$ cat src/hw/rtl/rk4s_pkg.sv
`timescale 1ns / 1ps

package rk4s_pkg;

    localparam logic [47:0] DIV_OFFSET = 48'hC000_0000_0000;
    localparam logic [47:0] DIV_BIAS   = 48'h4000_0000_0000;

    localparam logic signed [63:0] HALF_SIXTH = 64'sd196608;
    localparam logic signed [63:0] HALF_THIRD = 64'sd98304;
    localparam logic signed [63:0] HALF_HALF  = 64'sd65536;
    localparam logic signed [63:0] HALF_ONE   = 64'sd32768;

    localparam logic signed [49:0] SAT_MAX = 50'sd2147483647;
    localparam logic signed [49:0] SAT_MIN = -50'sd2147483648;

    typedef enum logic [2:0] {
        STG_DONE,
        STG_ONE,
        STG_TWO,
        STG_THREE,
        STG_FOUR
    } stage_t;

    typedef struct packed {
        logic        is_load;
        logic        w_third;
        logic        h_full;
        logic        final_stage;
        logic [5:0]  body;
        logic [1:0]  axis;
    } meta_t;

    typedef struct packed {
        meta_t       meta;
        logic [31:0] pos;
        logic [31:0] vel;
        logic [31:0] acc;
    } cmd_t;

    typedef struct packed {
        logic [5:0]  body;
        logic [1:0]  axis;
        logic [31:0] pos;
        logic [31:0] vel;
        logic        done;
        logic        sat;
    } res_t;

    // eight steps of long division by three, remainder in and out
    function automatic logic [9:0] div3_chunk(input logic [1:0] rem, input logic [7:0] bits);
        logic [2:0] r;
        logic [7:0] q;
        r = {1'b0, rem};
        q = '0;
        for (int i = 7; i >= 0; i--) begin
            r = {r[1:0], bits[i]};
            if (r >= 3'd3) begin
                q[i] = 1'b1;
                r = r - 3'd3;
            end
        end
        return {r[1:0], q};
    endfunction

    // {clamped flag, value}
    function automatic logic [32:0] sat_add(input logic [31:0] a, input logic [47:0] b);
        logic signed [49:0] s;
        s = $signed({{18{a[31]}}, a}) + $signed({{2{b[47]}}, b});
        if (s > SAT_MAX) begin
            return {1'b1, 32'h7FFF_FFFF};
        end else if (s < SAT_MIN) begin
            return {1'b1, 32'h8000_0000};
        end else begin
            return {1'b0, s[31:0]};
        end
    endfunction

endpackage

$ cat src/hw/rtl/rk4s_front.sv
`timescale 1ns / 1ps

module rk4s_front #(
    parameter int MAX_BODIES = 64
) (
    input  logic          aclk,
    input  logic          aresetn,
    input  logic          s_valid,
    output logic          s_ready,
    input  logic          s_req_type,
    input  logic [5:0]    s_body_index,
    input  logic [1:0]    s_axis,
    input  logic [31:0]   s_position,
    input  logic [31:0]   s_velocity,
    input  logic [31:0]   s_acceleration,
    input  logic          s_last_in_pass,
    output logic          q_valid,
    input  logic          q_ready,
    output rk4s_pkg::cmd_t q_data
);
    import rk4s_pkg::*;

    stage_t stage_reg;
    stage_t stage_next;
    logic   accept;
    logic   in_range;

    assign s_ready  = q_ready;
    assign accept   = s_valid && q_ready;
    assign in_range = 32'(s_body_index) < MAX_BODIES;

    always_ff @(posedge aclk) begin
        if (!aresetn) begin
            stage_reg <= STG_DONE;
        end else begin
            stage_reg <= stage_next;
        end
    end

    always_comb begin
        stage_next               = stage_reg;
        q_valid                  = 1'b0;
        q_data.meta.is_load      = !s_req_type;
        q_data.meta.w_third      = (stage_reg == STG_TWO) || (stage_reg == STG_THREE);
        q_data.meta.h_full       = stage_reg == STG_THREE;
        q_data.meta.final_stage  = stage_reg == STG_FOUR;
        q_data.meta.body         = s_body_index;
        q_data.meta.axis         = s_axis;
        q_data.pos               = s_position;
        q_data.vel               = s_velocity;
        q_data.acc               = s_acceleration;
        if (s_valid && in_range) begin
            if (!s_req_type) begin
                q_valid = 1'b1;
                if (accept) begin
                    stage_next = STG_ONE;
                end
            end else if (stage_reg != STG_DONE) begin
                q_valid = 1'b1;
                if (accept && s_last_in_pass) begin
                    unique case (stage_reg)
                        STG_ONE:   stage_next = STG_TWO;
                        STG_TWO:   stage_next = STG_THREE;
                        STG_THREE: stage_next = STG_FOUR;
                        default:   stage_next = STG_DONE;
                    endcase
                end
            end
        end
    end

endmodule

$ cat config.mk
export PLATFORM = sky130hd
export DESIGN_NAME = rk4s_front
export DESIGN_NICKNAME = d
export VERILOG_FILES = /design/src/hw/rtl/rk4s_pkg.sv /design/src/hw/rtl/rk4s_front.sv
export SDC_FILE = /design/constraint.sdc
export NUM_CORES = 1
export LEC_CHECK = 0
export ABC_AREA = 1
export BUFFER_PORTS_ARGS = -buffer_cell sky130_fd_sc_hd__buf_2
export CAP_MARGIN = 20
export CORE_AREA = 2 2 85 87
export CTS_BUF_LIST = sky130_fd_sc_hd__clkbuf_8
export CTS_CLUSTER_DIAMETER = 120
export CTS_CLUSTER_SIZE = 8
export DETAILED_ROUTE_END_ITERATION = 16
export DIE_AREA = 0 0 87 89
export PLACE_DENSITY = 0.6
export SYNTH_ARGS = -nofsm -noshare
export SYNTH_HDL_FRONTEND = slang
export SYNTH_SLANG_ARGS = --single-unit
$ cat constraint.sdc
create_clock -name aclk -period 1.77 [get_ports aclk]
set_input_delay 0 -clock aclk [delete_from_list [all_inputs] [get_ports aclk]]
set_output_delay 0 -clock aclk [all_outputs]
set_load 0.1 [all_outputs]
Word level (Yosys, flattened, before mapping)
Cells that the tools add are included.

word-level totals
  flip-flop bits (word level) = 3
  bits in latches = 0
  RAM bits = 0
  memory bits (read-only) = 0
  bits of input ports = 110
  output and inout port bits = 110
  word-level logic and storage cells = 22
  memories = 0

operators by class
  add/subtract/negate cells = 0
  multipliers = 0
  div/mod/pow operators = 0
  order comparisons = 0
  eq/ne operators = 6
  shift-type cells = 0
  mux-type cells = 8
  bitwise operators = 0
  reductions and logical operators = 7

operators with widths
  operator                                               number
  2-to-1 mux 3 bit                                       4
  one-hot mux 3 bit (3 select lines)                     1
  == test 3 x 2 -> 1 bit, second input constant          2
  inequality test 2 x 1 -> 1 bit, second input constant  2
  AND reduction 4 bit                                    1
  == test 3 x 1 -> 1 bit, second input constant          1
  == test 3 bit, second input constant                   1
  2-to-1 mux 1 bit                                       3
  nonzero test 3 bit                                     1
  logical AND 1 bit                                      2
  nonzero test 2 bit                                     1
  logical NOT 1 bit                                      1
  logical OR 1 bit                                       1

Longest topological paths before layout
  depth after elaboration = 5
  gate-level depth with buffers = 7
  mapped depth without buffers = 7

Worst setup path before layout
Ideal clock, no wire load.

  path type = in2out
  start = input port s_req_type
  end = output port q_valid
  arrival = 2885 ps
  required time = 1770 ps
  setup slack = -1115 ps
  cell stages on the path = 3
  buffers on the path = 0
  path through = inv_1 nor2_4 a21boi_0

on the way
  word-level cells in the longest chain between the ends = 2

RTL lines
  element           line              RTL
  start, declared   rk4s_front.sv:10  input logic s_req_type,
  2-to-1 mux 1 bit  rk4s_front.sv:53  if (!s_req_type) begin
  2-to-1 mux 1 bit  rk4s_front.sv:52  if (s_valid && in_range) begin
  end, declared     rk4s_front.sv:17  output logic q_valid,

Every way passes these cells.

==> results_dict.tcl <==
set metrics [dict create \
    worst_setup_path_start_kind "flop" \
    io_pins 220 \
    timing.reg2reg.setup_slack_ns 0.79 \
    cts_tree "done" \
    drive_gt1_share_pct 40.4 \
    n_antenna_cell 0 \
    yosys_warnings 0 \
    min-delay-start "s_position[8]" \
    postLayoutCoreUtil_pct 6.42 \
    worstPathRequired_ns 1.77 \
    htree_levels 1 \
    ys_types 14 \
    clkLatencyLatePin_ns 0.21 \
    critical_path.endpoint_type "output pin" \
    cts_buffer_depth 2 \
    hold_viol 0 \
    synth-edff-count 0 \
    netlist.area_leader.share_pct 77.9 \
    cp_slowest_cell "buf_2" \
    drv_cap 0 \
    globalRouteOverflowTotal 0 \
    synthFlopType "dfxtp_1" \
    nNetsFinal 163 \
    port_buffers 11 \
    p_leak_uw 0.000207 \
    cp_slowest_stage_delay_ns 0.46 \
    drv_slew 0 \
    antenna_found_initial 0 \
    setup.worst_path.class "reg -> out" \
    via_per_inst 2.97 \
    die_h_um 89 \
    grt_max_degree 6 \
    rsz0062_at_grt "false" \
    tightest_slew_ns 0.497 \
    min_period_ns 1.35 \
    fin_crit_sh_pct 76.2 \
    clkTransAtPathRegs_ns 0.03 \
    synthTopCellsByArea "buf_4 78%, dfxtp_1 5.9%, nand2_1 3.7%" \
    postCtsResizedCells 0 \
    first_global_vias 432 \
    syn_nets 252 \
    holdPathStages 0 \
    rr_worst_depth 6 \
    dieArea_um2 7740 \
    cts_hold_buf 0 \
    drt-initial-drc-count 4 \
    r2r-start "stage_reg[0]$_SDFFE_PN0P_" \
    die_w_um 87 \
    synth.cell_area_um2 1010 \
    grt_pass1_wl_um 2490 \
    drc 0 \
    drt.antenna.violating_nets 0 \
    power.density_nw_per_um2 873 \
    synthArstFlopShare_pct 0 \
    clockRootBuffer "clkbuf_8" \
    tns_ns 0 \
    slew_headroom_pct 67.1 \
    clock-sinks 3 \
    ys_seq_area_share_pct 5.93 \
    whs_endpoint "q_data[72]" \
    wire_per_inst_um 14.5 \
    synth_area_per_cell_um2 7.13 \
    area_delta_synth_final_pct -57.4 \
    place.gp.congestion 0.680 \
    synthTopCellsByCount "105 x buf_4, 10 x nand2_1, 8 x inv_1" \
    core-area_um2 6720 \
    status "complete, no violations" \
    cts_made_buffers 3 \
    setup_violations 0 \
    dpl.hpwl_um 1580 \
    cp.arrival_ns 1.35 \
    fin_ws_ns 0.421 \
    post-cts-setup-buffers 0 \
    synth_top_cell_by_area "buf_4" \
    ys_ff_latch 3 \
    hold_class "in -> out" \
    grt.total_usage_pct 4.67 \
    worstReg2RegEnd "stage_reg[1]$_SDFFE_PN0P_" \
    crit_fanout 4 \
    routed_wl_um 1910 \
    cp_cell_sequence "inv_1, nor3_2, buf_2" \
    pre_cts_slack_ns 0.624 \
    fmax_mhz 741 \
    yosysMostFrequentCell "buf_4" \
    fin_worst_skew_ns 0.00105 \
    netlist_instances 142 \
    vias 392 \
    final.fill_count 781 \
    rows 30 \
    vdd_drop_max_mv 0.146 \
    drt_first_pass_iters 4 \
    largest_register_ff_count 3 \
    start_util_pct 15.1 \
]
critical path: cells and delay by family (launching register included):
family | cells | cell delay [ns]
buf+inv | 2 | 0.56
flops | 1 | 0.42
simple gates | 1 | 0.15
report_power, final:
part / internal [µW] / switching [µW]
Sequential: 72.6 / 6.36
Clock: 147 / 41.9
Combinational: 22.8 / 85.8
Total: 243 / 134
cell usage in the layout (no fill, tap or decap), types with 2 or more instances in the layout:
cell type	netlist	layout
nor2_1	7	6
nor2_2	1	2
inv_1	8	9
buf_2	0	11
dfxtp_1	3	3
clkbuf_8	0	3
nand2_1	10	10
worst max path at each step:
stage                              startpoint          end  slack [ns]  cells past startpoint
CTS                 stage_reg[2]$_SDFFE_PN0P_  q_data[104]        0.38                      3
global route        stage_reg[2]$_SDFFE_PN0P_  q_data[104]        0.31                      3
global placement    stage_reg[0]$_SDFFE_PN0P_      q_valid        0.62                      3
detailed placement  stage_reg[2]$_SDFFE_PN0P_  q_data[104]        0.62                      3
finish              stage_reg[2]$_SDFFE_PN0P_  q_data[104]        0.42                      3
floorplan                          s_req_type      q_valid       -0.35                      3
metrics by stage:
step,cell area (µm²),hold WS (ns),cells,total power [µW]
6_report,432,0.0000360,132,377
5_1_grt,432,0.000143,132,404
4_1_cts,432,0.000681,132,384
3_5_place_dp,387,0.000681,128,190
3_3_place_gp,387,0.000681,128,190
2_1_floorplan,1020,0.120,142,1280
cell families after synthesis:
| logic type | Yosys count | share of synthesized area [%] |
|---|---|---|
| flip-flops | 3 | 5.93 |
| buffers and inverters | 113 | 80.8 |
| AND/OR/NAND/NOR | 24 | 12.0 |
| AO/OA/AOI/OAI | 2 | 1.24 |
metal layers:
metal,GRT usage [%],vias to the layer above,part of all wire [%]
met5,0,-,0
met4,10.7,0,18
met3,5.45,40,28
met2,4.51,59,33
met1,2.41,153,21
li1,-,140,-
final cells by class:
type / instances / area, µm² / share of cell area [%]
Clock buffer: 3 / 41.3 / 9.57
Clock inverter: 1 / 3.75 / 0.870
Inverter: 8 / 30.0 / 6.96
Multi-Input combinational cell: 26 / 141 / 32.8
Sequential cell: 3 / 60.1 / 13.9
Tap cell: 80 / 100 / 23.2
Timing Repair Buffer: 11 / 55.1 / 12.8
(Power assumes the default switching activity.)
