--- config.mk ---
export PLATFORM = sky130hd
export DESIGN_NAME = rk4s_fifo
export DESIGN_NICKNAME = d
export VERILOG_FILES = /design/src/hw/rtl/rk4s_fifo.sv
export SDC_FILE = /design/constraint.sdc
export NUM_CORES = 1
export LEC_CHECK = 0
export ABC_AREA = 1
export BUFFER_PORTS_ARGS = -buffer_cell sky130_fd_sc_hd__clkbuf_2
export CAP_MARGIN = 20
export CORE_UTILIZATION = 60
export CTS_CLUSTER_SIZE = 10
export DETAILED_ROUTE_END_ITERATION = 6
export PLACE_DENSITY = 0.8
export SLEW_MARGIN = 20
export SYNTH_ARGS = -nofsm -noshare
export SYNTH_HDL_FRONTEND = slang
export SYNTH_SLANG_ARGS = --single-unit
export TNS_END_PERCENT = 30
--- constraint.sdc ---
create_clock -name aclk -period 3.1 [get_ports aclk]
set_input_delay 0.465 -clock aclk [delete_from_list [all_inputs] [get_ports aclk]]
set_output_delay 0.465 -clock aclk [all_outputs]
set_load 0.005 [all_outputs]
--- src/hw/rtl/rk4s_fifo.sv ---
`timescale 1ns / 1ps

module rk4s_fifo #(
    parameter int W     = 8,
    parameter int DEPTH = 4
) (
    input  logic         aclk,
    input  logic         aresetn,
    input  logic         in_valid,
    output logic         in_ready,
    input  logic [W-1:0] in_data,
    output logic         out_valid,
    input  logic         out_ready,
    output logic [W-1:0] out_data
);
    localparam int AW = $clog2(DEPTH);

    logic [W-1:0]  buf_reg [DEPTH];
    logic [AW-1:0] wr_ptr_reg;
    logic [AW-1:0] rd_ptr_reg;
    logic [AW:0]   count_reg;
    logic          push;
    logic          pop;

    assign in_ready  = count_reg != (AW+1)'(DEPTH);
    assign out_valid = count_reg != '0;
    assign out_data  = buf_reg[rd_ptr_reg];
    assign push      = in_valid && in_ready;
    assign pop       = out_valid && out_ready;

    always_ff @(posedge aclk) begin
        if (!aresetn) begin
            wr_ptr_reg <= '0;
            rd_ptr_reg <= '0;
            count_reg  <= '0;
        end else begin
            if (push) begin
                wr_ptr_reg <= wr_ptr_reg + 1'b1;
            end
            if (pop) begin
                rd_ptr_reg <= rd_ptr_reg + 1'b1;
            end
            if (push && !pop) begin
                count_reg <= count_reg + 1'b1;
            end else if (pop && !push) begin
                count_reg <= count_reg - 1'b1;
            end
        end
    end

    always_ff @(posedge aclk) begin
        if (push) begin
            buf_reg[wr_ptr_reg] <= in_data;
        end
    end

endmodule

# Yosys cells after proc, flatten, opt, wreduce, memory -nomap -nowiden
# Memory sizes are Yosys's and may differ from the RTL's. A register that Yosys moved wholly into a read port is not among the register bits.
# Cells that the tools add are included.
dict set report totals {
  latchBits 0
  memories 1
  mem_bits_rw 32
  rom_bits 0
  inputBits 12
  output_inout_bits 10
  reg_bits 7
  elab_cells 23
}
dict set report classes {
  div_mod_pow 0
  n_reduce_logical 8
  bitwise_logic 0
  eq_ne 1
  n_addsub 4
  order_cmp 0
  n_mux 6
  multipliers 0
  shifts 0
}
# memory words word_bits read_ports rd_ports_with_merged_regs wr line_no
set memory_table {}
lappend memory_table {buf_reg 4 8 1 1 1 18} ;# logic [W-1:0] buf_reg [DEPTH];
# operator n
set ops {}
lappend ops {{$mux W3} 2}
lappend ops {{$add A2 B1 Y2 const B} 2}
lappend ops {{$logic_and A1 B1 Y1} 4}
lappend ops {{$mux W2} 2}
lappend ops {{$add A3 B1 Y3 const B} 1}
lappend ops {{$ne A3 B3 Y1 const B} 1}
lappend ops {{$reduce_bool A3 Y1} 1}
lappend ops {{$sub A3 B1 Y3 const B} 1}
lappend ops {{$logic_not A1 Y1} 2}
lappend ops {{$mux W1} 2}
lappend ops {{$reduce_bool A2 Y1} 1}

# Logic depth before layout (Yosys ltp)
dict set report logic_depth {
  depth_word 6
  ltp_mapped 13
  ltp_nobuf 13
}

# Least setup slack after synthesis
# Ideal clock, no wire load.
dict set report synth_path {
  path_type {register to register}
  from {register count_reg[1]}
  to {register count_reg[1]}
  synth_period_minus_slack_ps 1684
  stages_incl_launch_ff 10
  setup_time_ps 116
  t_arrival_ps 1568
  n_path_buf 0
  required_ps 2984
  slack_ps 1416
  cell_sequence {dfxtp_1 > nor2_2 > nand2_2 > nand2_2 > inv_2 > ha_1 > inv_1 > fa_1 > o21ai_0 > nor2_1}
}
dict set report synth_via {
  elab_chain_len 5
  elab_cells_between_ends 13
  classes_between {2 x add/sub; 1 x eq/ne; 2 x mux; 8 x reduce/logical}
}
# element line_no
set synth_rtl {}
lappend synth_rtl {{start: declaration} 21} ;# logic [AW:0] count_reg;
lappend synth_rtl {{start signal: assignment} 44} ;# count_reg <= count_reg + 1'b1;
lappend synth_rtl {{start signal: assignment} 46} ;# count_reg <= count_reg - 1'b1;
lappend synth_rtl {{$ne A3 B3 Y1 (*)} 25} ;# assign in_ready = count_reg != (AW+1)'(DEPTH);
lappend synth_rtl {{via in_ready} 10} ;# output logic in_ready,
lappend synth_rtl {{$logic_and A1 B1 Y1 (*)} 28} ;# assign push = in_valid && in_ready;
lappend synth_rtl {{via push} 22} ;# logic push;
lappend synth_rtl {{$logic_not A1 Y1} 45} ;# end else if (pop && !push) begin
lappend synth_rtl {{$logic_and A1 B1 Y1} 45}
lappend synth_rtl {{$reduce_bool A2 Y1 (no line)} -}
# The timed path passes the listed nets; every way through them passes the cells marked *. The select of a mux whose other input is x is not followed.
# A chain may end at the register's enable or synchronous reset.

==> run_results.csv <==
group,metric,value,unit
setup_path,end_kind,"output port",
pwr,internal_power,0.000992,W
cts,clock_tree_from_tritoncts,"done",
die,num_io_pins,22,
layout,num_antenna_cells,0,
pwr,proportion_of_total_power_due_to_net_switching,0.322,
cts,cts.htree.levels,2,
placed_design,post-dp-hpwl,1950,um
pwr,pwr-share-comb,0.270,
synthesis,synth-seq-area-share,0.676,
setup_path,cp_data_arrival_time,1.77,ns
synthesis,synth_nets,162,
cts,tritoncts_num_sinks,41,
cts,ctsResizeCount,0,
pwr,cellLeakagePower,0.746,nW
pwr,finalPower,0.00146,W
layout,post_layout_inst_area,1890,um^2
synthesis,muxShareOfSynthArea,0,
die,floorplan.die_area,3030,um^2
placed_design,place.gp.congestion,0.740,
timing,worst_hold_slack,0.336,ns
detailed_routing,num_vias,1100,
timing,worst_slew_margin_rel,0.494,
setup_path,setup.worst_path.start_class,"flop",
layout,fin_nets,188,
die,floorplan.initialDensity,0.657,
cts,clk_root_buffer_cell,"sky130_fd_sc_hd__clkbuf_4",
die,placementRows,18,
detailed_routing,drtPass1Iterations,4,
die,design.core.area,2570,um^2
detailed_routing,drc_marker_count_from_the_first_detailed_route_iteration,30,
setup_path,setup.worst_path.class,"flop to output port",
placed_design,dpl_cell_area,1810,um^2
synthesis,synth_simple_gate_area_frac,0.125,
detailed_routing,drt-total-wl,2790,um
synthesis,post_synth.cell_area_avg,11.7,um^2
layout,drive_above_1_share,0.234,
worst_hold_path,worst_hold_path.num_cells,1,
timing,clock_skew,0.0115,ns
die,fp.dieH,55.0,um
cts,cts_hold_buffers,0,
synthesis,yosys-top-cells-count,"sky130_fd_sc_hd__edfxtp_1, sky130_fd_sc_hd__nor2_1, sky130_fd_sc_hd__inv_1",
setup_path,setup_slack_reg_to_reg,1.23,ns
synthesis,post_synth_xor_area_fraction,0.00519,
synthesis,yosys_warnings,0,
cts,cts_setup_buffers,0,
global_route,grt_start_max_net_pins,18,
timing,ratio_of_final_minimum_period_to_clock_period,0.720,
synthesis,async_reset_ff_frac,0,
detailed_routing,drc_violation_count_after_routing,0,
pwr,pwr_density,774,nW/um^2
worst_hold_path,min_delay_worst_endpoint,"buf_reg[1][0]",
setup_path,reg2reg_depth,9,
synthesis,netlist_area,1690,um^2
synthesis,yosys.area.top_type_share,0.569,
setup_path,worst_r2r_startpoint,"count_reg[1]",
flow_run,cap_violations,0,
timing,setup_violations,0,
placed_design,io_buffer_count,21,
synthesis,dominantRegCellSynth,"sky130_fd_sc_hd__edfxtp_1",
layout,layout.filler_cells,176,
synthesis,synth_edf_count,32,
timing,final-hold-violation-count,0,
die,fp.dieW,55.0,um
timing,timing.fmax,448,MHz
timing,worst_pin_slew,0.756,ns
outcome,run_status,"completed",
timing,finalMaxSlewViolations,0,
global_route,first_global_vias,1049,
timing,min_period,2.23,ns
synthesis,synth_seq_cells,41,
timing,setup_repair_after_global_routing_missed_its_margin,"no",
synthesis,synth_area_leaders,"sky130_fd_sc_hd__edfxtp_1, sky130_fd_sc_hd__dfxtp_1, sky130_fd_sc_hd__nor2_1",
pwr,power.net_switching,0.000471,W
cts,insertion_delay,0.34,ns
timing,tns,0,ns
pwr,clockPowerShare,0.226,
detailed_routing,detail_route.wl_per_cell,13.9,um
layout,largest_reg_flops,32,
detailed_routing,antenna_viol_nets_final,0,
synthesis,synth_top_family_by_area,"simple AND/OR/NAND/NOR gates",
setup_path,crit-reg2reg-capture,"count_reg[1]",
global_route,grt_usage,0.215,
pwr,vdd_drop_max,0.000723,V
synthesis,yosysMostFrequentCell,"sky130_fd_sc_hd__edfxtp_1",
global_route,grt_overflow_total,0,
synthesis,synth.largest_area_cell,"sky130_fd_sc_hd__edfxtp_1",
synthesis,yosys.area_share.adder,0.0489,
cts,worst_setup_hold_path_clk_slew,0.12,ns
setup_path,critPathMaxFanout,17,
global_route,grt_first_pass_wirelength,4250,um
setup_path,worstPathRequired,2.63,ns
worst_hold_path,hold_path_startpoint,"in_data[0]",
detailed_routing,route.detailed.vias_per_inst,5.47,
synthesis,netlist_instances,144,
worst_hold_path,min_path_type,"primary input to flop",
cts,clock_path_buffers,2,
pwr,sequentialPowerShare,0.505,
global_route,antenna_violations_before_repair,0,
synthesis,yosysUniqueCellTypes,19,
cts,tritoncts.num_buffers,5,
layout,areaGrowthSynthToFinish,12.0,%
synthesis,synth_compound_area_frac,0.0956,
[cell type report]
cell class,count,area (um^2),area share
clock inverters,1,6.26,0.00331
flip-flops and latches,41,1140,0.604
repair buffers,21,105,0.0556
well taps,30,37.5,0.0199
inverters,16,60.1,0.0318
clock buffers,7,76.3,0.0404
multi-input cells,85,464,0.246
[logic make-up after synthesis]
family | after synthesis
xor+xnor | 1
compound gates | 28
simple gates | 50
flops | 41
fa+ha+maj | 6
buf+inv | 18
[metal layers]
metal  up-vias  part of all wire  track usage
met2        43              0.53        0.363
li1        546                 -            -
met5         -                 0            0
met3         4             0.057       0.0492
met4         0             0.013        0.138
met1       507              0.40        0.243
[power by group through the flow]
stage	sequential, W	combinational (W)	clock (W)
6_report	0.000739	0.000395	0.000330
3_5_place_dp	0.000752	0.000394	0
5_1_grt	0.000748	0.000450	0.000355
3_3_place_gp	0.000746	0.000374	0
2_1_floorplan	0.000726	0.000292	0
4_1_cts	0.000739	0.000398	0.000334
[how the worst max path moves through the flow]
stage                 start           end  slack, ns  cells after the start
2_1_floorplan  count_reg[1]  count_reg[1]       1.42                      9
3_3_place_gp   count_reg[1]  count_reg[1]       1.33                      9
3_5_place_dp       in_valid  count_reg[2]       1.26                     12
4_1_cts                flop   out_data[5]       0.87                      4
5_1_grt                flop   out_data[7]       0.74                      4
6_report               flop   out_data[5]       0.87                      4
[cells in the final DEF, fill, tap and decap left out]
master and n:
sky130_fd_sc_hd__dfxtp_1 9, sky130_fd_sc_hd__edfxtp_1 32, sky130_fd_sc_hd__xor2_1 1, sky130_fd_sc_hd__clkbuf_4 5, sky130_fd_sc_hd__clkbuf_8 1, sky130_fd_sc_hd__inv_4 1, sky130_fd_sc_hd__nor2_2 2, sky130_fd_sc_hd__fa_1 1
sky130_fd_sc_hd__o21ai_2 3, sky130_fd_sc_hd__clkbuf_2 21, sky130_fd_sc_hd__o21ai_1 1, sky130_fd_sc_hd__inv_2 2, sky130_fd_sc_hd__nor2_1 28, sky130_fd_sc_hd__o21ai_0 13, sky130_fd_sc_hd__ha_1 5, sky130_fd_sc_hd__nand3b_1 1
sky130_fd_sc_hd__nand2_2 4, sky130_fd_sc_hd__nand2_1 11, sky130_fd_sc_hd__inv_1 14, sky130_fd_sc_hd__a21oi_1 3, sky130_fd_sc_hd__clkbuf_16 1, sky130_fd_sc_hd__o22ai_1 8, sky130_fd_sc_hd__nand3_1 4
[worst max-delay path, cell delays in order, from the launching register on]
cell                       delay (ns)
sky130_fd_sc_hd__dfxtp_1         0.70
sky130_fd_sc_hd__inv_2           0.27
sky130_fd_sc_hd__o21ai_0         0.24
sky130_fd_sc_hd__o22ai_1         0.09
sky130_fd_sc_hd__clkbuf_2        0.11
[metrics by stage]
stage               worst slack [ns]  cells  utilization
CTS                            0.871    201        0.736
global route                   0.737    201        0.736
global placement                1.33    193        0.704
finish                         0.869    201        0.736
detailed placement              1.26    193        0.704
floorplan                       1.42    144            -
Note: power is estimated with default switching activity, not from simulation.
